[config.mk]
export PLATFORM = sky130hd
export DESIGN_NAME = hfo_ram
export DESIGN_NICKNAME = d
export VERILOG_FILES = /design/src/design/hfo_ram.sv
export SDC_FILE = /design/constraint.sdc
export NUM_CORES = 2
export LEC_CHECK = 0
export BUFFER_PORTS_ARGS = -buffer_cell sky130_fd_sc_hd__buf_2
export CAP_MARGIN = 10
export CORE_AREA = 2 2 575 463
export CTS_BUF_LIST = sky130_fd_sc_hd__clkbuf_8
export CTS_CLUSTER_DIAMETER = 80
export DETAILED_ROUTE_END_ITERATION = 6
export DIE_AREA = 0 0 577 465
export SYNTH_ARGS = -nofsm -noshare
export SYNTH_HDL_FRONTEND = slang
export SYNTH_SLANG_ARGS = --single-unit
export TNS_END_PERCENT = 5
[constraint.sdc]
create_clock -name clk_i -period 3.5 [get_ports clk_i]
set_input_delay 0.175 -clock clk_i [delete_from_list [all_inputs] [get_ports clk_i]]
set_output_delay 0.175 -clock clk_i [all_outputs]
set_load 0.005 [all_outputs]
[src/design/hfo_ram.sv]
`timescale 1ns / 1ps
module hfo_ram #(
  parameter int WIDTH = 16,
  parameter int DEPTH = 128
) (
  input  logic                     clk_i,
  input  logic                     we_i,
  input  logic [$clog2(DEPTH)-1:0] waddr_i,
  input  logic [WIDTH-1:0]         wdata_i,
  input  logic [$clog2(DEPTH)-1:0] raddr_i,
  output logic [WIDTH-1:0]         rdata_o
);

  logic [WIDTH-1:0] mem_q [DEPTH];

  always_ff @(posedge clk_i) begin
    if (we_i) begin
      mem_q[waddr_i] <= wdata_i;
    end
    rdata_o <= mem_q[raddr_i];
  end

endmodule

# Yosys cells after proc, flatten, opt, wreduce, memory -nomap -nowiden
# Memory sizes are Yosys's and may differ from the RTL's. A register that Yosys moved wholly into a read port is not among the register bits.
# Cells that the tools add are included.
[totals]
ramBits = 2048
elab_cells = 3
n_memories = 1
regBits = 0
input_bits = 32
[op_classes]
muxes = 2
[mem_list]
columns = ["memory", "depth", "width", "read_ports", "rd_ports_with_merged_regs", "wr", "line", "source"]
rows = [
  ["mem_q", 128, 16, 1, 1, 1, "14", "logic [WIDTH-1:0] mem_q [DEPTH];"],
]
[op_table]
columns = ["operator", "count"]
rows = [
  ["2-to-1 mux 1 bit", 2],
]

# Longest topological paths before layout
[depth]
word_depth = 2
ltp_mapped = 7

# Worst setup path after synthesis
# OpenSTA, ideal clock, no wires.
[synth_path]
path_type = "input port to flip-flop"
startpoint = "input raddr_i[0]"
endpoint = "register rdata_o[0] (read register of mem_q)"
setup_slack_ns = 0.830
stages = 6
required_time_ns = 3.379
path_buffers = 2
arrival_time_ns = 2.549
path_cell_list = "buf_2 -> buf_1 -> mux4_2 -> mux4_2 -> mux4_2 -> mux2_2"
[synth_lines]
columns = ["item", "line", "source"]
rows = [
  ["start, declared", "10", "input logic [$clog2(DEPTH)-1:0] raddr_i,"],
  ["end, declared", "11", "output logic [WIDTH-1:0] rdata_o"],
]

# Final worst setup path
[layout_path]
startpoint = "input waddr_i[5]"
endpoint = "memory mem_q[86][8] (enable)"
[layout_lines]
columns = ["item", "line", "source"]
rows = [
  ["start, declared", "8", "input logic [$clog2(DEPTH)-1:0] waddr_i,"],
  ["end, declared", "14", ""],
]
# Straight into the memory's write port.

==> impl_metrics.toml <==
[cts]
numCtsBuffers = 333
clkSlewWorstSetupHoldPaths_ps = 60
cts_root_buf = "clkbuf_8"
htree_num_levels = 5
cts.path.max_buffers = 4
cts_setup_buffers = 0
cts_tree = "built"
clock-sinks = 2064
worstSkewPairLatency_ps = 1040

[grt]
grt_pass1_wl_mm = 290
grt_pass1_vias = 37200
overflow = 0
antenna_found_initial = 24
grt_util_all_layers_pct = 15.3
grt_max_degree = 129

[logic_synthesis]
synth-simple-area-share_pct = 0.888
synth_common_cells = "edfxtp_1, mux4_2, nor2_1, clkbuf_1, buf_2"
synth.avg_cell_area_um2 = 25.4
synth_fa_ha_area_share_pct = 0
syn_nets = 3118
synth_top_area_share_pct = 78.3
ys_seq_area_share_pct = 78.7
yosys-mux-area-fraction_pct = 19.5
ys_top_cells_by_area = "edfxtp_1, mux4_2, nor2_1"
synth_cells = 3086
ys_ff_latch = 2064
yosys.cell_types.count = 17
yosys.area_share.xor_xnor_pct = 0
synth_compound_area_share_pct = 0
synth_top_area_cell = "edfxtp_1"
async_flop_share_pct = 0
synth.most_common_cell = "edfxtp_1"
yosys_most_used_dff = "edfxtp_1"
yosys_warnings = 0
syn_area_um2 = 78500
synth_top_family_by_area = "multiplexers"
synth_edf_count = 2048

[detailed_routing]
via_per_inst = 5.03
drt-total-wl_mm = 207
drt_iter0_drc = 5087
drtPass1Iterations = 5
remaining_drc_errors = 0
antenna_left = 0
wire_per_inst_um = 28.2
vias = 36900

[timing]
slew_headroom_pct = 12.2
worstMarginPinSlew_ps = 1320
fmax_mhz = 376
hold_viol = 0
period_minus_slack_ps = 2660
rsz0062_at_grt = "false"
finClkSkew_ps = 59.7
whs_ps = 99.1
setup_viol = 0
fin_crit_sh_pct = 75.9
fin_setup_tns_ps = 0
finalMaxSlewViolations = 0

[outcome]
status = "completed"

[critical_path]
worstPathRequired_ps = 4200
worstPathCellList = "dlygate4sd3_1 -> buf_2 -> nor2b_1 -> nand3_1 -> dlygate4sd3_1 -> nor3_2 -> dlygate4sd3_1 -> buf_12"
worstPathArrival_ps = 3360
cpPeakStageDelay_ps = 750
cp-start-kind = "input pin"
critPathMostFrequentCell = "dlygate4sd3_1"
critPathSlowestCell = "dlygate4sd3_1"
critPathKind = "input pin to register"
endpoint_kind = "register"
crit_fanout = 13

[floorplan]
coreArea_um2 = 263000
fp-row-count = 169
die_area_um2 = 268000
die_h_um = 465
pin_count = 48
floorplan.initialDensity_pct = 29.8
die-width_um = 577

[final_layout]
postLayoutCellArea_um2 = 91300
final_nets = 3622
area_growth_pct = 16.3
drive_above_1_share_pct = 37.1

[placement]
hpwl_mm = 122
gp_congestion = 0.794
io_buffers = 47
placed_area_um2 = 85100

[job]
maxCapViolCount = 0

[power]
power.density_nw_per_um2 = 538
p_total_mw = 49.1
ir_drop_uv = 405
leakagePower_nw = 28.3

[hold_path]
hp-class = "input pin to register"
power by group:
part | switching, mW | internal, mW | total (mW)
clock | 9.19 | 9.77 | 19.0
combinational | 1.64 | 1.10 | 2.74
sequential | 0.0916 | 27.3 | 27.4
final cells by class:
type | count | area (µm²)
diodes | 16 | 40.0
clock buffers | 350 | 4820
clock inverters | 215 | 1070
fillers | 24100 | 172000
multi-input cells | 858 | 16100
flip-flops and latches | 2064 | 61800
well taps | 3505 | 4390
repair buffers | 333 | 3050
worst paths after layout:
kind | endpoint | startpoint | cells past startpoint | slack (ps)
hold / removal | mem_q[91][13] | waddr_i[4] | 4 | 100
setup / recovery | mem_q[86][8] | waddr_i[5] | 8 | 840
hold reg to reg | rdata_o[1] | mem_q[63][1] | 4 | 1110
setup reg to reg | rdata_o[4] | mem_q[125][4] | 4 | 930
registers in the layout, indices dropped and copies added, names as in the netlist:
| name | flops |
|---|---|
| mem_q | 2048 |
| rdata_o | 16 |
through the flow:
| stage | util (%) | setup slack, ps | instances |
|---|---|---|---|
| 6_report | 34.7 | 842 | 7341 |
| 3_5_place_dp | 32.3 | 226 | 6733 |
| 4_1_cts | 34.7 | 896 | 7325 |
| 2_1_floorplan | - | 830 | 3086 |
| 3_3_place_gp | 32.3 | 241 | 6733 |
| 5_1_grt | 34.7 | 853 | 7333 |
critical path, delay by kind of cell:
family | cells | cell delay (ps)
and+or+nand+nor | 3 | 730
buffers and inverters | 5 | 2440
repair_timing:
item,4_1_cts,5_1_grt
gates resized for setup,0,0
hold endpoints to repair,1876,0
hold buffers,27,0
logic make-up (layout without fill, tap and decap cells):
logic type             Yosys count  in the layout
buffers and inverters          164            898
flip-flops                    2064           2064
multiplexers                   688            688
other                            0             16
AND/OR/NAND/NOR                170            170
cells in the final DEF (no fill, tap or decap), types with 3 or more instances in the layout:
cell type / count
buf_12: 42
buf_2: 27
buf_4: 233
buf_8: 3
bufinv_16: 8
clkbuf_8: 350
clkinv_1: 61
clkinv_2: 27
clkinvlp_4: 4
dfxtp_1: 16
diode_2: 16
dlygate4sd3_1: 27
edfxtp_1: 2048
inv_1: 114
mux2_2: 16
mux4_2: 672
nand2_1: 14
nand3_1: 12
nand4_1: 3
nor2_1: 97
nor2_2: 25
nor2b_1: 7
nor3_2: 9
routing by layer:
metal  vias to the layer above  wire (µm)  global-route usage [%]
li1                      14500          -                       -
met1                     20300      88500                    22.4
met2                      1855      93300                    22.7
met3                       301      20400                    3.75
met4                         2       4930                    4.05
met5                         -         20                       0
(Power assumes the default switching activity.)
