File: config.mk
export PLATFORM = sky130hd
export DESIGN_NAME = hfo_back
export DESIGN_NICKNAME = d
export VERILOG_FILES = /design/src/design/hfo_pkg.sv /design/src/design/hfo_back.sv
export SDC_FILE = /design/constraint.sdc
export NUM_CORES = 2
export LEC_CHECK = 0
export BUFFER_PORTS_ARGS = -buffer_cell sky130_fd_sc_hd__buf_2
export CAP_MARGIN = 5
export CORE_ASPECT_RATIO = 0.6
export CORE_MARGIN = 4
export CORE_UTILIZATION = 35
export DETAILED_ROUTE_END_ITERATION = 16
export SYNTH_ARGS = -nofsm -noshare
export SYNTH_HDL_FRONTEND = slang
export SYNTH_SLANG_ARGS = --single-unit
File: constraint.sdc
create_clock -name clk_i -period 8 [get_ports clk_i]
set_input_delay 1.2 -clock clk_i [delete_from_list [all_inputs] [get_ports clk_i]]
set_output_delay 1.2 -clock clk_i [all_outputs]
set_load 0.02 [all_outputs]
File: src/design/hfo_pkg.sv
`timescale 1ns / 1ps
package hfo_pkg;

  localparam int HOP_MAX_DEF     = 64;
  localparam int SAMPLE_BITS_DEF = 16;

  // config port
  localparam int              CFG_W       = 7;
  localparam logic [CFG_W-1:0] HOP_LEN_RST = 7'd64;
  localparam int              ADDR_W      = 3;
  localparam int              DATA_W      = 32;
  localparam logic [0:0]      REG_HOP_LEN = 1'b0;

  // item kinds
  localparam logic FUNC_SAMPLE = 1'b0;
  localparam logic FUNC_END    = 1'b1;

  // fade gain fixed point (Q30)
  localparam int          QB     = 31;
  localparam int          Q_FRAC = 30;
  localparam logic [QB-1:0] Q_ONE  = 31'd1073741824;
  localparam logic [QB-1:0] COS_C1 = 31'd1324675879;
  localparam logic [QB-1:0] COS_C2 = 31'd272375560;
  localparam logic [QB-1:0] COS_C3 = 31'd22401992;
  localparam logic [QB-1:0] COS_C4 = 31'd987048;
  localparam logic [QB-1:0] COS_C5 = 31'd27060;
  localparam int          GAIN_W = 16;
  localparam int          SQ_W   = 2 * CFG_W;

  // Horner coefficient after multiply j (C4 first, C1 last)
  function automatic logic [QB-1:0] horner_coef(input logic [1:0] j);
    logic [QB-1:0] c;
    case (j)
      2'd0:    c = COS_C4;
      2'd1:    c = COS_C3;
      2'd2:    c = COS_C2;
      default: c = COS_C1;
    endcase
    return c;
  endfunction

  typedef struct packed {
    logic             tail;
    logic             bank;
    logic [CFG_W-1:0] n;
    logic [CFG_W-1:0] hop;
  } hop_cmd_t;

  typedef enum logic [3:0] {
    BK_IDLE,
    BK_READ,
    BK_CAP,
    BK_DIV,
    BK_MUL,
    BK_SUB,
    BK_GAIN,
    BK_SCALE,
    BK_EMIT
  } back_state_e;

endpackage

File: src/design/hfo_back.sv
`timescale 1ns / 1ps
module hfo_back import hfo_pkg::*; #(
  parameter int HOP_MAX     = HOP_MAX_DEF,
  parameter int SAMPLE_BITS = SAMPLE_BITS_DEF
) (
  input  logic                          clk_i,
  input  logic                          rst_ni,
  input  logic                          empty_i,
  input  hop_cmd_t                      cmd_i,
  output logic                          pop_o,
  output logic [$clog2(HOP_MAX):0]      raddr_o,
  input  logic [SAMPLE_BITS-1:0]        rdata_i,
  output logic                          out_valid_o,
  input  logic                          out_ready_i,
  output logic signed [SAMPLE_BITS-1:0] sample_out_o,
  output logic                          hop_last_o,
  output logic                          tail_hop_o,
  output logic                          done_o
);

  localparam int IDX_W = $clog2(HOP_MAX);
  localparam int NW    = SQ_W + Q_FRAC;
  localparam int SB    = SAMPLE_BITS;

  back_state_e state_q, state_d;

  hop_cmd_t           cmd_q;
  logic [CFG_W-1:0]   k_q;
  logic [SB-1:0]      smp_q, res_q;
  logic [SQ_W-1:0]    dsq_q, rem_q;
  logic [QB-1:0]      lo_q, t_q;
  logic [2*QB-1:0]    prod_q;
  logic [2:0]         j_q;
  logic [4:0]         dcnt_q;
  logic [GAIN_W-1:0]  gain_q;

  logic               out_valid_q;
  logic [SB-1:0]      out_smp_q;
  logic               out_last_q, out_tail_q;

  logic               out_free, is_last, need_gain;
  logic [CFG_W-1:0]   dm1;
  logic [SQ_W-1:0]    dsq, isq;
  logic [NW-1:0]      num;
  logic [SQ_W:0]      trial;
  logic               neg;
  logic [SB-1:0]      mag, rmag;
  logic [SB+GAIN_W:0] rnd;
  logic [QB-1:0]      gsum;

  assign out_free  = !out_valid_q || out_ready_i;
  assign is_last   = (k_q == cmd_q.hop - 1'b1);
  assign need_gain = cmd_q.tail && (k_q < cmd_q.n) && (cmd_q.n > 7'd1);
  assign raddr_o   = {cmd_q.bank, k_q[IDX_W-1:0]};

  // divider operands: x2 = (k^2 * 2^30 + d^2/2) / d^2, d = n-1
  assign dm1   = cmd_q.n - 1'b1;
  assign dsq   = dm1 * dm1;
  assign isq   = k_q * k_q;
  assign num   = {isq, {Q_FRAC{1'b0}}} + NW'(dsq >> 1);
  assign trial = {rem_q, lo_q[QB-1]};

  assign neg  = smp_q[SB-1];
  assign mag  = neg ? (~smp_q + 1'b1) : smp_q;
  assign rnd  = (SB+GAIN_W+1)'(mag * gain_q) + (SB+GAIN_W+1)'(1 << 14);
  assign rmag = rnd[SB+14:15];
  assign gsum = Q_ONE - t_q + QB'(1 << 14);

  always_comb begin
    state_d = state_q;
    unique case (state_q)
      BK_IDLE:  if (!empty_i) state_d = BK_READ;
      BK_READ:  state_d = BK_CAP;
      BK_CAP:   state_d = need_gain ? BK_DIV : BK_EMIT;
      BK_DIV:   if (dcnt_q == 5'd0) state_d = BK_MUL;
      BK_MUL:   state_d = BK_SUB;
      BK_SUB:   state_d = (j_q == 3'd4) ? BK_GAIN : BK_MUL;
      BK_GAIN:  state_d = BK_SCALE;
      BK_SCALE: state_d = BK_EMIT;
      BK_EMIT:  if (out_free) state_d = is_last ? BK_IDLE : BK_READ;
      default:  state_d = BK_IDLE;
    endcase
  end

  always_comb begin
    pop_o  = 1'b0;
    done_o = 1'b0;
    unique case (state_q)
      BK_IDLE: pop_o  = !empty_i;
      BK_EMIT: done_o = out_free && is_last;
      default: ;
    endcase
  end

  always_ff @(posedge clk_i or negedge rst_ni) begin
    if (!rst_ni) begin
      state_q     <= BK_IDLE;
      out_valid_q <= 1'b0;
    end else begin
      state_q <= state_d;
      if (state_q == BK_EMIT && out_free) begin
        out_valid_q <= 1'b1;
      end else if (out_ready_i) begin
        out_valid_q <= 1'b0;
      end
    end
  end

  always_ff @(posedge clk_i) begin
    case (state_q)
      BK_IDLE: begin
        cmd_q <= cmd_i;
        k_q   <= '0;
      end
      BK_CAP: begin
        smp_q  <= rdata_i;
        res_q  <= (!cmd_q.tail || k_q < cmd_q.n) ? rdata_i : '0;
        dsq_q  <= dsq;
        rem_q  <= SQ_W'(num[NW-1:QB]);
        lo_q   <= num[QB-1:0];
        dcnt_q <= 5'(QB - 1);
        j_q    <= '0;
        t_q    <= COS_C5;
      end
      BK_DIV: begin
        // one quotient bit per cycle
        if (trial >= {1'b0, dsq_q}) begin
          rem_q <= SQ_W'(trial - {1'b0, dsq_q});
          lo_q  <= {lo_q[QB-2:0], 1'b1};
        end else begin
          rem_q <= trial[SQ_W-1:0];
          lo_q  <= {lo_q[QB-2:0], 1'b0};
        end
        dcnt_q <= dcnt_q - 1'b1;
      end
      BK_MUL: prod_q <= t_q * lo_q;
      BK_SUB: begin
        if (j_q == 3'd4) begin
          t_q <= prod_q[QB+Q_FRAC-1:Q_FRAC];
        end else begin
          t_q <= horner_coef(j_q[1:0]) - prod_q[QB+Q_FRAC-1:Q_FRAC];
        end
        j_q <= j_q + 1'b1;
      end
      BK_GAIN:  gain_q <= (t_q >= Q_ONE) ? '0 : gsum[QB-1:15];
      BK_SCALE: res_q  <= neg ? (~rmag + 1'b1) : rmag;
      BK_EMIT: begin
        if (out_free) begin
          out_smp_q  <= res_q;
          out_last_q <= is_last;
          out_tail_q <= cmd_q.tail;
          k_q        <= k_q + 1'b1;
        end
      end
      default: ;
    endcase
  end

  assign out_valid_o  = out_valid_q;
  assign sample_out_o = out_smp_q;
  assign hop_last_o   = out_last_q;
  assign tail_hop_o   = out_tail_q;

endmodule

* Word-level counts from Yosys, hierarchy flattened
Index checks and enable logic that the tools add are counted.
** Cells by class
- Add/sub/neg operators :: 13
- Multipliers :: 4
- Order comparisons :: 4
- Equal/unequal tests :: 15
- Muxes and demuxes :: 28
- Bitwise gates (word level) :: 2
- Reductions and logical operators :: 20
** Operators by type and width (count)
- 31-bit one-hot mux with 2 select lines :: 2
- 31-bit two-way mux :: 3
- 31-bit one-hot mux with 3 select lines :: 1
- 31-bit by 15-bit adder with 31-bit output (second input constant) :: 2
- 31-bit by 31-bit multiplier with 61-bit output :: 1
- 16-bit two-way mux :: 3
- 44-bit by 13-bit adder with 44-bit output :: 1
- 4-bit one-hot mux with 9 select lines :: 1
- 16-bit by 1-bit adder with 16-bit output (second input constant) :: 2
- 16-bit inverter :: 2
- 16-bit one-hot mux with 2 select lines :: 1
- 31-bit greater-or-equal comparator (second input constant) :: 1
- 16-bit by 16-bit multiplier with 31-bit output :: 1
- 31-bit subtractor :: 1
- 31-bit subtractor (first input constant) :: 1
- 7-bit by 7-bit multiplier with 14-bit output :: 2
- 14-bit one-hot mux with 2 select lines :: 1
- 4-bit by 3-bit == test with 1-bit output (second input constant) :: 4
- 4-bit two-way mux :: 4
- 15-bit by 14-bit greater-or-equal comparator with 1-bit output :: 1
- 14-bit two-way mux :: 1
- 7-bit one-hot mux with 2 select lines :: 1
- 14-bit subtractor :: 1
- 7-bit by 1-bit subtractor with 7-bit output (second input constant) :: 2
- other kinds (27) :: 46
** Word-level totals
- Register bits after elaboration :: 253
- Input bits :: 36
- Output and inout bits :: 28
- Word-level logic and storage cells :: 106

* Longest topological paths before layout
- Word-level depth :: 9
- Gate-level depth with buffers :: 33
- Gate-level depth less buffers :: 32

* Worst setup path before layout
No wires, ideal clock.
- Path type :: flip-flop to flip-flop
- Start point :: reg smp_q[0]
- End point :: reg res_q[14] (data pin)
- Setup time :: 0.256 ns
- Arrival :: 8.462 ns
- Required time :: 7.744 ns
- Path slack :: -0.718 ns
- Cell stages (with the launch flop) :: 34
- Path buffers :: 2
- Clock period less this slack :: 8.718 ns
- Cell sequence :: edfxtp_1 -> clkbuf_1 -> inv_1 -> ha_1 -> nand2_1 -> or4_1 -> or3_1 -> o21ai_0 -> xnor2_1 -> clkbuf_1 -> and2_1 -> fa_1 -> inv_1 -> fa_1 -> fa_1 -> inv_1 -> fa_1 -> fa_1 -> inv_1 -> fa_1 -> inv_1 -> ha_1 -> and4_1 -> and3_1 -> o2111a_1 -> nor4_1 -> or2_2 -> ha_1 -> inv_1 -> or4_1 -> or2_1 -> o41ai_2 -> xor2_1 -> a22o_1
** Between the ends
- Cells in the longest elaborated chain, start to end :: 9
** RTL lines
- from (decl) :: RTL line hfo_back.sv:29 : logic [SB-1:0] smp_q, res_q;
- from (signal assigned) :: RTL line hfo_back.sv:116 : smp_q <= rdata_i;
- 16-bit inverter :: RTL line hfo_back.sv:64 : assign mag = neg ? (~smp_q + 1'b1) : smp_q;
- 16-bit by 1-bit adder with 16-bit output :: RTL line hfo_back.sv:64
- 16-bit two-way mux * :: RTL line hfo_back.sv:64
- 16-bit by 16-bit multiplier with 31-bit output * :: RTL line hfo_back.sv:65 : assign rnd = (SB+GAIN_W+1)'(mag * gain_q) + (SB+GAIN_W+1)'(1 << 14);
- 31-bit by 15-bit adder with 31-bit output * :: RTL line hfo_back.sv:65
- 16-bit inverter :: RTL line hfo_back.sv:146 : BK_SCALE: res_q <= neg ? (~rmag + 1'b1) : rmag;
- 16-bit by 1-bit adder with 16-bit output :: RTL line hfo_back.sv:146
- 16-bit two-way mux * :: RTL line hfo_back.sv:146
- 16-bit one-hot mux with 2 select lines * :: RTL line hfo_back.sv:110 : case (state_q)
- to (signal assigned) :: RTL line hfo_back.sv:117 : res_q <= (!cmd_q.tail || k_q < cmd_q.n) ? rdata_i : '0;
- to (signal assigned) :: RTL line hfo_back.sv:146
- to (decl) :: RTL line hfo_back.sv:29
Every way passes the cells marked *; elsewhere a longest branch is shown, timed or not.
A chain may end at the register's enable or synchronous reset.

* Worst setup path in the final report
- Start point :: reg smp_q[1]
- End point :: reg res_q[12] (data pin)
The elaborated chain is that of the path after synthesis.

==> flow_summary.ini <==
[run_status]
status = finished with violations
violations = setup timing

[routing]
wl_per_cell_um = 17.5
vias = 38500
viasPerCell = 4.90
drc_errors = 0
drt_iter0_markers = 2797
firstDrtPassIters = 5
finalWirelength_um = 137000
ant_nets = 0

[worst_setup_path]
ff2ff_path_depth = 33
path_buf_inv = 9
cp-start-kind = flip-flop
worstPathRequired_ns = 8.31
r2r-end = res_q[12]
slowest_stage = fa_1
r2r_start = smp_q[1]
cp.depth = 33
crit_fanout = 7
criticalPathCategory = flip-flop to flip-flop
worst_ep_arrival_time_ns = 8.60
crit_path_end = res_q[12]
cpMostUsedCell = fa_1
crit_family = adder cells
critPathCaptureType = flip-flop
crit_start = smp_q[1]
r2r_setup_slack_ns = -0.29
slowest_delay_ns = 0.57

[worst_hold_path]
holdCritPathClass = flip-flop to flip-flop

[die]
ios = 64
core_area_mm2 = 0.148
die_h_um = 307
initial_core_util_pct = 35.3
rows = 109
die_area_mm2 = 0.155
die_w_um = 506

[final_layout]
layout-drive-gt1-share_pct = 10.6
final_area_mm2 = 0.0589
instances_no_fill = 7861
syn_to_final_growth_pct = 13.1
nFillCells = 14700
nets = 7395

[yosys]
synth_area_leader_cell = fa_1
ys.warnings.count = 0
synth_edf_count = 217
seq_area_frac_synth_pct = 12.8
synth_top_family_by_area = adder cells
synthFlopType = edfxtp_1
avgSynthCellArea_um2 = 9.16
yosys.area_share.adder_pct = 51.7
yosys-top-cells-count = inv_1 (1281), fa_1 (1058), nand2_1 (1045), ha_1 (458), and2_1 (344)
synth.distinct_cells = 81
synth.top_cell.area_share_pct = 40.7
synth.most_common_cell = inv_1
async_flop_share_pct = 2.25
synthMuxAreaShare_pct = 0.524
syn_nets = 7236
synthSimpleGateAreaFrac_pct = 15.3
synth_xor_area_share_pct = 2.79
synth_compound_gate_area_share_pct = 5.59
synth-seq-cells = 222
syn_area_mm2 = 0.0521
syn_inst = 5684
synthTopCellsByArea = fa_1 (41%), edfxtp_1 (13%), ha_1 (11%), inv_1 (9.2%), nand2_1 (7.5%)

[clock_network]
cts.sinks = 222
clk_pin_slew_ns = 0.07
cts_inserted_buffers = 25
holdBufCountCts = 0
cts_tree = yes
clockBufferDepth = 3
clock_latency_ns = 0.58
cts_max_level = 1
cts-root-buf = clkbuf_16

[global_routing]
grt_first_pass_wirelength_um = 224000
grt_pass1_vias = 40000
grt_max_degree = 51
gr-total-overflow = 0
antenna_found_initial = 1
grt.total_usage_pct = 17.9

[placement]
port_buffers = 63
dp.cells = 7753
place_area_mm2 = 0.0567
gp_congestion = 0.871
post-dp-hpwl_um = 113000

[sta]
setup_tns_ns = -1.51
rsz0062_at_grt = true
maxSlewViolCount = 0
finalCritPeriodShare_pct = 104
tightest_slew_ns = 1.22
fin_skew_ns = 0.0139
timing.final.ws_setup_ns = -0.291
slew_headroom_pct = 18.1
whs_ns = 0.421
layout_min_cycle_time_ns = 8.29
hold_violations = 0
max_clock_freq_mhz = 121
setup_viol = 9

[job]
maxCapViolCount = 0
-- per-stage QoR --
step	util (%)	setup WS, ns
3_3_place_gp	38.4	-0.419
5_1_grt	39.9	-0.594
4_1_cts	39.4	-0.255
3_5_place_dp	38.4	-0.450
6_report	39.9	-0.291
2_1_floorplan	-	-0.128
-- sequential cells by signal, indices dropped and copies added, names as in the netlist --
signal / flops
j_q: 3
gain_q: 16
dsq_q: 13
rem_q: 14
prod_q: 31
res_q: 16
lo_q: 31
tail_hop_o: 1
dcnt_q: 5
out_valid_o: 1
sample_out_o: 16
state_q: 4
cmd_q: 15
t_q: 31
hop_last_o: 1
smp_q: 16
k_q: 7
raddr_o: 1
-- per-layer routing --
layer / global-route usage, % / vias to the layer above / share of wire [%]
li1: - / 17500 / -
met1: 28.3 / 19800 / 49
met2: 26.0 / 1156 / 42
met3: 2.74 / 136 / 7.1
met4: 2.77 / 0 / 1.6
met5: 0 / - / 0
-- cell type report --
class | instances | area [µm²] | area share [%]
timing repair buffer | 414 | 3710 | 6.31
antenna | 1 | 2.50 | 0.00425
clock buffer | 25 | 626 | 1.06
clock inverter | 21 | 246 | 0.419
inverter | 1281 | 4810 | 8.17
multi-input combinational | 3899 | 40300 | 68.5
tap | 1998 | 2500 | 4.25
sequential | 222 | 6640 | 11.3
-- worst min-delay path by stage --
stage,from,to,slack (ns),cells after the start
2_1_floorplan,res_q[0],sample_out_o[0],0.40,0
3_3_place_gp,res_q[1],sample_out_o[1],0.41,0
3_5_place_dp,res_q[7],sample_out_o[7],0.41,0
4_1_cts,rst_ni,out_valid_o,0.40,1
5_1_grt,rst_ni,out_valid_o,0.41,1
6_report,res_q[0],sample_out_o[0],0.42,0
-- layout by cell type, fill, tap and decap left out, types with 26 or more instances in the layout --
master     Yosys  routed
a21o_1        57      57
a21oi_1      121     105
and2_1       344     339
buf_12         0      50
buf_2          1      63
buf_4          7     270
buf_6          0      28
clkbuf_16      0      26
edfxtp_1     217     217
fa_1        1058    1051
ha_1         458     445
inv_1       1281    1270
nand2_1     1045    1036
nand3_1       29      28
nor2_1       126     126
nor3_1        34      28
o21ai_0      100      79
xnor2_1      111     104
xor2_1        55      55
-- kinds of logic (layout without fill, tap and decap cells) --
group	count (synthesis)	after routing
and+or+nand+nor	1741	1741
buffers and inverters	1563	1741
adders and majority gates	1516	1516
AOI/OAI and AO/OA	450	450
DFF	222	222
xor gates and xnor gates	166	166
muxes	26	26
other	0	1
-- what timing repair did --
item,in CTS,in global routing
resized for setup,70,108
pin swaps,44,56
setup buffers,33,30
gates cloned,0,1
endpoints found under the setup margin,23,32
Power is left out: the tool's default activity adds up to more than one toggle a clock period on the data nets, which glitch-free logic cannot reach.
