--- src/design/hfo_pkg.sv ---
`timescale 1ns / 1ps
package hfo_pkg;

  localparam int HOP_MAX_DEF     = 64;
  localparam int SAMPLE_BITS_DEF = 16;

  // config port
  localparam int              CFG_W       = 7;
  localparam logic [CFG_W-1:0] HOP_LEN_RST = 7'd64;
  localparam int              ADDR_W      = 3;
  localparam int              DATA_W      = 32;
  localparam logic [0:0]      REG_HOP_LEN = 1'b0;

  // item kinds
  localparam logic FUNC_SAMPLE = 1'b0;
  localparam logic FUNC_END    = 1'b1;

  // fade gain fixed point (Q30)
  localparam int          QB     = 31;
  localparam int          Q_FRAC = 30;
  localparam logic [QB-1:0] Q_ONE  = 31'd1073741824;
  localparam logic [QB-1:0] COS_C1 = 31'd1324675879;
  localparam logic [QB-1:0] COS_C2 = 31'd272375560;
  localparam logic [QB-1:0] COS_C3 = 31'd22401992;
  localparam logic [QB-1:0] COS_C4 = 31'd987048;
  localparam logic [QB-1:0] COS_C5 = 31'd27060;
  localparam int          GAIN_W = 16;
  localparam int          SQ_W   = 2 * CFG_W;

  // Horner coefficient after multiply j (C4 first, C1 last)
  function automatic logic [QB-1:0] horner_coef(input logic [1:0] j);
    logic [QB-1:0] c;
    case (j)
      2'd0:    c = COS_C4;
      2'd1:    c = COS_C3;
      2'd2:    c = COS_C2;
      default: c = COS_C1;
    endcase
    return c;
  endfunction

  typedef struct packed {
    logic             tail;
    logic             bank;
    logic [CFG_W-1:0] n;
    logic [CFG_W-1:0] hop;
  } hop_cmd_t;

  typedef enum logic [3:0] {
    BK_IDLE,
    BK_READ,
    BK_CAP,
    BK_DIV,
    BK_MUL,
    BK_SUB,
    BK_GAIN,
    BK_SCALE,
    BK_EMIT
  } back_state_e;

endpackage

--- src/design/hfo_front.sv ---
`timescale 1ns / 1ps
module hfo_front import hfo_pkg::*; #(
  parameter int HOP_MAX     = HOP_MAX_DEF,
  parameter int SAMPLE_BITS = SAMPLE_BITS_DEF
) (
  input  logic                         clk_i,
  input  logic                         rst_ni,
  input  logic                         in_valid_i,
  output logic                         in_ready_o,
  input  logic                         func_i,
  input  logic signed [SAMPLE_BITS-1:0] sample_in_i,
  input  logic [CFG_W-1:0]             hop_i,
  input  logic                         clear_i,
  input  logic                         done_i,
  output logic                         push_o,
  output hop_cmd_t                     cmd_o,
  output logic                         we_o,
  output logic [$clog2(HOP_MAX):0]     waddr_o,
  output logic [SAMPLE_BITS-1:0]       wdata_o
);

  localparam int IDX_W = $clog2(HOP_MAX);

  logic [CFG_W-1:0] fill_q, fill_d, fill_cur, fill_nxt;
  logic             bank_q, bank_d;
  logic [1:0]       pend_q, pend_d;   // hops queued or in emission
  logic             acc;

  // a bank is free once at most one hop is outstanding (it owns the other bank)
  assign in_ready_o = (pend_q != 2'd2);
  assign acc        = in_valid_i && in_ready_o;
  assign fill_cur   = (fill_q >= hop_i) ? '0 : fill_q;
  assign fill_nxt   = fill_cur + 1'b1;
  assign waddr_o    = {bank_q, fill_cur[IDX_W-1:0]};
  assign wdata_o    = sample_in_i;

  always_comb begin
    fill_d = fill_q;
    bank_d = bank_q;
    push_o = 1'b0;
    we_o   = 1'b0;
    cmd_o  = '{tail: 1'b0, bank: bank_q, n: hop_i, hop: hop_i};
    if (acc) begin
      if (func_i == FUNC_SAMPLE) begin
        we_o = 1'b1;
        if (fill_nxt == hop_i) begin
          push_o = 1'b1;
          fill_d = '0;
          bank_d = ~bank_q;
        end else begin
          fill_d = fill_nxt;
        end
      end else begin
        fill_d = '0;
        if (fill_q != '0 && fill_q < hop_i) begin
          push_o     = 1'b1;
          cmd_o.tail = 1'b1;
          cmd_o.n    = fill_q;
          bank_d     = ~bank_q;
        end
      end
    end
    if (clear_i) begin
      fill_d = '0;
    end
    pend_d = pend_q + 2'(push_o) - 2'(done_i);
  end

  always_ff @(posedge clk_i or negedge rst_ni) begin
    if (!rst_ni) begin
      fill_q <= '0;
      bank_q <= 1'b0;
      pend_q <= 2'd0;
    end else begin
      fill_q <= fill_d;
      bank_q <= bank_d;
      pend_q <= pend_d;
    end
  end

endmodule

--- config.mk ---
export PLATFORM = sky130hd
export DESIGN_NAME = hfo_front
export DESIGN_NICKNAME = d
export VERILOG_FILES = /design/src/design/hfo_pkg.sv /design/src/design/hfo_front.sv
export SDC_FILE = /design/constraint.sdc
export NUM_CORES = 1
export LEC_CHECK = 0
export ABC_AREA = 1
export ABC_CLOCK_PERIOD_IN_PS = 6600
export BUFFER_PORTS_ARGS = -buffer_cell sky130_fd_sc_hd__buf_2
export CAP_MARGIN = 15
export CORE_ASPECT_RATIO = 1.4
export CORE_MARGIN = 2
export CORE_UTILIZATION = 47
export CTS_BUF_LIST = sky130_fd_sc_hd__clkbuf_8
export DETAILED_ROUTE_END_ITERATION = 10
export GPL_ROUTABILITY_DRIVEN = 0
export PLACE_DENSITY = 0.82
export SYNTH_ARGS = -nofsm -noshare
export SYNTH_HDL_FRONTEND = slang
export SYNTH_SLANG_ARGS = --single-unit
--- constraint.sdc ---
create_clock -name clk_i -period 6.6 [get_ports clk_i]
set_clock_uncertainty 0.05 [all_clocks]
set_input_delay 1.98 -clock clk_i [delete_from_list [all_inputs] [get_ports clk_i]]
set_output_delay 1.98 -clock clk_i [all_outputs]
set_load 0.05 [all_outputs]
## Word-level counts from Yosys, hierarchy flattened

Cells that the tools add are included.

| word-level totals | value |
|---|---|
| output and inout bits | 42 |
| input port bits | 29 |
| register bits after elaboration | 10 |

| operators by class | value |
|---|---|
| equal/unequal tests | 3 |
| reductions and logical operators | 6 |
| multiplexer cells | 19 |
| bitwise logic cells | 1 |
| add/sub/neg operators | 3 |
| order comparisons | 2 |

Operator list:

| operator | number |
|---|---|
| two-way mux 7 bit | 8 |
| two-way mux 1 bit | 11 |
| adder 7 x 1 -> 7 bit (second input constant) | 1 |
| == test 7 bit | 1 |
| >= comparator 7 bit | 1 |
| less-than comparator 7 bit | 1 |
| nonzero test 7 bit | 1 |
| nonzero test 2 bit | 2 |
| AND reduction 3 bit | 1 |
| adder 2 x 1 -> 2 bit | 1 |
| logical AND 1 bit | 2 |
| inequality test 2 x 1 -> 1 bit (second input constant) | 1 |
| inequality test 2 bit (second input constant) | 1 |
| subtractor 2 x 1 -> 2 bit | 1 |
| inverter 1 bit | 1 |

## Depth between registers and ports, before layout

Gate-level depths: netlist of run 1.

| logic depth | value |
|---|---|
| depth after elaboration | 9 |
| gate-level depth with buffers | 20 |
| depth with buffers taken out | 20 |

## Least setup slack after synthesis of run 1

Ideal clock, no wire load.

| timing path | value |
|---|---|
| kind | input to output |
| from | input port hop_i[6] |
| to | output port push_o |
| data arrival time | 4.419 ns |
| setup slack | 0.151 ns |
| path buffers | 0 |
| cell stages on the path | 15 |
| cells stage by stage | inv_1 ha_1 nand2_2 inv_2 a21oi_4 nand4_1 inv_1 ha_1 o21bai_1 nand2_1 nand2_1 nand3_1 nor2_4 nand4_4 nand2_2 |

| between the ends | value |
|---|---|
| word-level cells in the longest chain between the ends | 7 |

Ends and longest elaborated chain:

| item | line | text |
|---|---|---|
| start, declared | hfo_front.sv:12 | `input logic [CFG_W-1:0] hop_i,` |
| >= comparator 7 bit | hfo_front.sv:32 | `assign fill_cur = (fill_q >= hop_i) ? '0 : fill_q;` |
| two-way mux 7 bit | hfo_front.sv:32 |  |
| via waddr_o[1] | hfo_front.sv:18 | `output logic [$clog2(HOP_MAX):0] waddr_o,` |
| adder 7 x 1 -> 7 bit | hfo_front.sv:33 | `assign fill_nxt = fill_cur + 1'b1;` |
| == test 7 bit | hfo_front.sv:46 | `if (fill_nxt == hop_i) begin` |
| two-way mux 1 bit | hfo_front.sv:46 |  |
| two-way mux 1 bit | hfo_front.sv:44 | `if (func_i == FUNC_SAMPLE) begin` |
| two-way mux 1 bit | hfo_front.sv:43 | `if (acc) begin` |
| end, declared | hfo_front.sv:15 | `output logic push_o,` |

The timed path passes the listed nets, and every way through them passes these cells.

## Final worst setup path of run 1

| timing path | value |
|---|---|
| from | input port hop_i[6] |
| to | output port push_o |

| between the ends | value |
|---|---|
| word-level cells in the longest chain between the ends | 7 |

Ends and longest elaborated chain:

| item | line |
|---|---|
| >= comparator 7 bit | hfo_front.sv:32 |
| two-way mux 7 bit | hfo_front.sv:32 |
| adder 7 x 1 -> 7 bit | hfo_front.sv:33 |
| == test 7 bit | hfo_front.sv:46 |
| two-way mux 1 bit | hfo_front.sv:46 |
| two-way mux 1 bit * | hfo_front.sv:44 |
| two-way mux 1 bit * | hfo_front.sv:43 |

Every way passes the cells marked *; elsewhere a longest branch is shown, timed or not.

==> results of run 1 <==
[final cells by class]
class,instances,area share
Tap cell,37,0.0307
Clock buffer,4,0.0365
Timing Repair Buffer,41,0.143
Sequential cell,10,0.166
Inverter,29,0.0721
Multi-Input combinational cell,137,0.553
[layout by cell type, fill, tap and decap left out, types with 5 or more instances in the layout]
| cell type | netlist | final |
|---|---|---|
| nand4_1 | 5 | 5 |
| nand2_1 | 59 | 59 |
| ha_1 | 10 | 9 |
| nand3_1 | 13 | 13 |
| buf_2 | 0 | 37 |
| inv_1 | 26 | 26 |
| nor2_4 | 7 | 8 |
| nand2_2 | 7 | 7 |
| o21ai_0 | 7 | 7 |
| nor2_1 | 10 | 10 |
| dfrtp_1 | 10 | 10 |
[per-stage QoR]
step	power [mW]	hold slack, ns	util
CTS	0.314	0.467	0.532
global placement	0.234	0.459	0.512
global route	0.328	0.494	0.535
floorplan	0.239	0.424	-
finish	0.311	0.462	0.535
detailed placement	0.237	0.456	0.512
[cell families (layout without fill, tap and decap cells)]
family	after synthesis	after routing	synth area share
flip-flops	10	10	0.181
buffers and inverters	56	74	0.220
adder cells (fa/ha/maj)	10	10	0.0906
AO/OA/AOI/OAI	14	14	0.0634
XOR/XNOR	3	3	0.0190
AND/OR/NAND/NOR	110	110	0.426
[state kept, by name, indices dropped and copies added, names as in the netlist]
signal,flops
pend_q,2
fill_q,7
bank_q,1
[critical path, stage by stage]
cell and delay [ns]:
buf_2 0.11, inv_1 0.06, ha_1 0.31, nand2_2 0.11, inv_2 0.06, a21oi_4 0.19
nand4_1 0.16, inv_1 0.10, ha_2 0.28, xnor2_1 0.13, nand2_1 0.06, nor2_1 0.09
nand3_1 0.12, nor2_4 0.16, nand4_4 0.12, nand2_2 0.10, buf_4 0.20
[timing repair]
action,CTS,global route
hold endpoints to repair,0,0
endpoints found under the setup margin,0,1
resized for setup,0,4
[layer usage]
metal | vias up | GRT usage
met4 | 0 | 0.108
met2 | 39 | 0.358
met1 | 592 | 0.211
met3 | 12 | 0.0109
li1 | 652 | -
met5 | - | 0
[where the power goes]
part | switching [mW] | internal (mW) | total [mW]
registers | 0.00784 | 0.0725 | 0.0803
clock network | 0.0220 | 0.0523 | 0.0743
logic | 0.115 | 0.0408 | 0.156
total | 0.145 | 0.166 | 0.311
[worst min path at each step]
| stage | depth (start not counted) | slack [ns] | end | start |
|---|---|---|---|---|
| 4_1_cts | 2 | 0.47 | fill_q[5] | fill_q[5] |
| 6_report | 2 | 0.46 | fill_q[5] | fill_q[5] |
| 2_1_floorplan | 2 | 0.42 | fill_q[5] | fill_q[5] |
| 3_3_place_gp | 2 | 0.46 | fill_q[5] | fill_q[5] |
| 5_1_grt | 2 | 0.49 | fill_q[5] | fill_q[5] |
| 3_5_place_dp | 2 | 0.46 | fill_q[5] | fill_q[5] |
==> flow_summary.json, run 1 <==
{
  "timing.final.ws_setup_ns": 0.211,
  "status": "finished, final reports clean",
  "timing.final.crit_period_ns": 6.39,
  "drv_cap": 0,
  "max-slew-margin-rel": 0.697,
  "ir_drop_mv": 0.211,
  "finalNonFillerCells": 258,
  "via_per_inst": 5.02,
  "layout_worst_path_cycle_share": 0.968,
  "slew_viol_final": 0,
  "dr_wl_met2_mm": 1.59,
  "path_clk_slew_ns": 0.05,
  "critPathRequiredTime_ns": 4.57,
  "leakage_nw": 0.835,
  "antenna_found_initial": 0,
  "setup.worst_path.class": "primary input to output port",
  "firstDrtPassIters": 4,
  "grt_pass1_wl_mm": 5.02,
  "wl_met3_um": 139,
  "synth_top_cell_by_area": "dfrtp_1",
  "tritoncts": "done",
  "crit_fanout": 4,
  "synthArstFlopShare": 1.00,
  "dieWidth_um": 49.8,
  "startpoint": "hop_i[6]",
  "wl_met1_mm": 1.20,
  "start_util": 0.490,
  "cts_setup_buffers": 0,
  "htree_levels": 1,
  "syn_inst": 203,
  "synth_commonest_cells": "59 x nand2_1, 26 x inv_1, 25 x buf_4, 13 x nand3_1",
  "final.setup.tns_ns": 0,
  "regArea_um2": 250,
  "num_vias": 1295,
  "cts-root-buf": "clkbuf_8",
  "synth_ff_type": "dfrtp_1",
  "rows": 23,
  "fill_cells": 291,
  "syn_area_per_cell_um2": 6.80,
  "grt_max_degree": 13,
  "gr-usage-all-layers": 0.190,
  "diodes": 0,
  "clkLatencyLatePin_ns": 0.23,
  "fmax_mhz": 157,
  "fin_area_um2": 1510,
  "rr_endpoint": "pend_q[1]",
  "netlist_area_um2": 1380,
  "synth_edf_count": 0,
  "pre_cts_ws_ns": 0.101,
  "portBuffers": 38,
  "crit_path_start_kind": "primary input",
  "seq_area_frac_synth": 0.181,
  "io_pins": 71,
  "r2r-start": "fill_q[3]",
  "die_h_um": 68.1,
  "yosysMostFrequentCell": "nand2_1",
  "placed_area_um2": 1450,
  "endpoint": "push_o",
  "ys_types": 25,
  "ys_warn_count": 0,
  "clk_path_buf_depth": 2,
  "drc": 0,
  "reg2reg_depth": 16,
  "power_density_nw_per_um2": 206,
  "syn2layout_area_growth_pct": 9.33,
  "gr-total-overflow": 0,
  "setup_viol": 0,
  "nets": 261,
  "cts_made_buffers": 3,
  "worst_pin_slew_ns": 0.452,
  "cp.arrival_ns": 4.36,
  "rrSetupSlack_ns": 3.68,
  "netlist_top_cells_area": "dfrtp_1 18%, nand2_1 16%, buf_4 14%",
  "grt_pass1_vias": 1164,
  "hold_class": "flop to flop",
  "cts_hold_buf": 0,
  "wl_per_cell_um": 11.7,
  "clock-sinks": 10,
  "cp-end-kind": "output port",
  "yosysTopAreaCellShare": 0.181,
  "coreArea_um2": 2820,
  "placedCellCount": 254,
  "synth-seq-cells": 10,
  "multi_input_area_um2": 835,
  "wl_mm": 3.01,
  "drtIter0Drc": 28,
  "postRouteAntennaNets": 0,
  "timing_hold_violations_final": 0,
  "dp_hpwl_mm": 2.54,
  "top_layer": "met4",
  "drive_gt1_frac": 0.326,
  "synth_nets": 242,
  "die-area_um2": 3390
}
No activity file was read; power rests on OpenSTA's default activity.
==> run 2, diff against run 1 <==
--- a/config.mk
+++ b/config.mk
@@ -16,6 +16,7 @@
 export DETAILED_ROUTE_END_ITERATION = 10
 export GPL_ROUTABILITY_DRIVEN = 0
 export PLACE_DENSITY = 0.82
+export REMOVE_ABC_BUFFERS = 1
 export SYNTH_ARGS = -nofsm -noshare
 export SYNTH_HDL_FRONTEND = slang
 export SYNTH_SLANG_ARGS = --single-unit
==> run 2 against run 1 <==
Register-to-register slack about the same. Critical path type unchanged. Sequential share of layout area up 0.11 points. Critical endpoint unchanged. Cell count did not move. Critical path depth unchanged.
==> flow_summary.json, run 2 (synthesis gave the netlist of run 1 again) <==
{
  "status": "finished, final reports clean",
  "gr-total-overflow": 0,
  "cts_made_buffers": 3,
  "clkLatencyLatePin_ns": 0.23,
  "antenna_found_initial": 0,
  "finalNonFillerCells": 258,
  "diodes": 0,
  "timing.final.crit_period_ns": 6.37,
  "grt_pass1_vias": 1153,
  "tritoncts": "done",
  "grt_setup_unrepaired": "false",
  "dp_hpwl_mm": 2.78,
  "largest-register": "fill_q",
  "syn2layout_area_growth_pct": 8.61,
  "fin_area_um2": 1500,
  "critPathRequiredTime_ns": 4.57,
  "die_h_um": 68.1,
  "firstDrtPassIters": 4,
  "r2r-start": "fill_q[3]",
  "hold_class": "flop to flop",
  "placedCellCount": 254,
  "final_common_cell": "nand2_1",
  "portBuffers": 38,
  "setup.worst_path.class": "primary input to output port",
  "crit_chain": "buf_2 -> inv_1 -> ha_1 -> nand2_2 -> inv_2 -> a21oi_4 -> nand3_4 -> nor2_4 -> ha_1 -> o21bai_1 -> nand2_1 -> nand2_1 -> nand3_1 -> nor2_4 -> nand4_4 -> nand2_2 -> buf_6",
  "rr_endpoint": "pend_q[1]",
  "crit_path_max_incr_delay_ns": 0.32,
  "largestRegisters": "fill_q x7, pend_q x2, bank_q x1",
  "drv_cap": 0,
  "wl_mm": 3.37,
  "drive_gt1_frac": 0.321,
  "reg2reg_depth": 17,
  "drtIter0Drc": 18,
  "start_util": 0.490,
  "clock-sinks": 10,
  "pre_cts_ws_ns": 0.147,
  "wl_per_cell_um": 13.1,
  "setup_viol": 0,
  "rows": 23,
  "max-slew-margin-rel": 0.713,
  "holdWs_ns": 0.470,
  "crit_slowest_cell": "ha_1",
  "grt_max_degree": 13,
  "gr-usage-all-layers": 0.198,
  "num_vias": 1314,
  "min-delay-start": "fill_q[5]",
  "crit_path_start_kind": "primary input",
  "dieWidth_um": 49.8,
  "cts_hold_buf": 0,
  "fmax_mhz": 157,
  "htree_levels": 1,
  "worst_pin_slew_ns": 0.429,
  "cp.depth": 17,
  "fin_util": 0.532,
  "cts-root-buf": "clkbuf_8",
  "timing.final.ws_setup_ns": 0.235,
  "leakage_nw": 0.836,
  "nets": 262,
  "cp.arrival_ns": 4.34,
  "power_density_nw_per_um2": 199,
  "largest_reg_flops": 7,
  "cp_num_buf_inv": 4,
  "ir_drop_mv": 0.197,
  "timing_hold_violations_final": 0,
  "grt_pass1_wl_mm": 5.09,
  "hold-path-cell-count": 2,
  "placed_area_um2": 1450,
  "clk_path_buf_depth": 2,
  "rrSetupSlack_ns": 3.68,
  "slew_viol_final": 0,
  "min_delay_worst_endpoint": "fill_q[5]",
  "fill_cells": 309,
  "crit_family": "simple AND/OR/NAND/NOR gates",
  "path_clk_slew_ns": 0.04,
  "via_per_inst": 5.09,
  "die-area_um2": 3390,
  "power_uw": 299,
  "final.setup.tns_ns": 0,
  "postRouteAntennaNets": 0,
  "drc": 0,
  "cp-end-kind": "output port",
  "io_pins": 71,
  "layout_worst_path_cycle_share": 0.964,
  "crit_fanout": 5,
  "coreArea_um2": 2820,
  "layout_common_cells": "59 x nand2_1, 37 x buf_2, 26 x inv_1"
}
run 2: cell types whose count changed in the layout (fill, tap and decap cells not counted):
cell and change:
clkbuf_8 -1, ha_1 +1, buf_6 +1, nor2_4 -1, ha_2 -1, nor2_2 +1
run 2: power by group:
group / total [mW] / switching, mW / internal [mW]
registers: 0.0802 / 0.00767 / 0.0726
clock network: 0.0603 / 0.0206 / 0.0396
logic: 0.158 / 0.116 / 0.0420
run 2: layout make-up:
class / instances / area, um^2 / share of cell area
repair buffers: 42 / 226 / 0.151
multi-input cells: 137 / 827 / 0.551
flip-flops and latches: 10 / 250 / 0.167
inverters: 29 / 109 / 0.0726
clock buffers: 3 / 41.3 / 0.0275
well taps: 37 / 46.3 / 0.0309
run 2: timing repair:
| item | 4_1_cts | 5_1_grt |
|---|---|---|
| resized for setup | 0 | 3 |
| setup endpoints to repair | 0 | 1 |
| buffers inserted | 0 | 1 |
run 2: layer usage:
layer	vias up	wire, um	part of all wire	global-route usage
li1	658	-	-	-
met1	583	1290	0.38	0.204
met2	68	1670	0.49	0.347
met3	5	354	0.10	0.0830
met4	0	58	0.017	0.0868
met5	-	0	0	0.0667
run 2: how the worst max path moves through the flow:
stage                         from         to
final                     hop_i[6]     push_o
after global routing      hop_i[6]     push_o
after detailed placement  hop_i[6]     push_o
after global placement    hop_i[6]     push_o
after floorplan           hop_i[6]  cmd_o[10]
after CTS                 hop_i[6]     push_o
run 2: tightest hold or removal path: cells and delay by family, from the launching register on:
family           cells  cell delay (ns)
DFF                  1             0.36
and+or+nand+nor      2             0.12
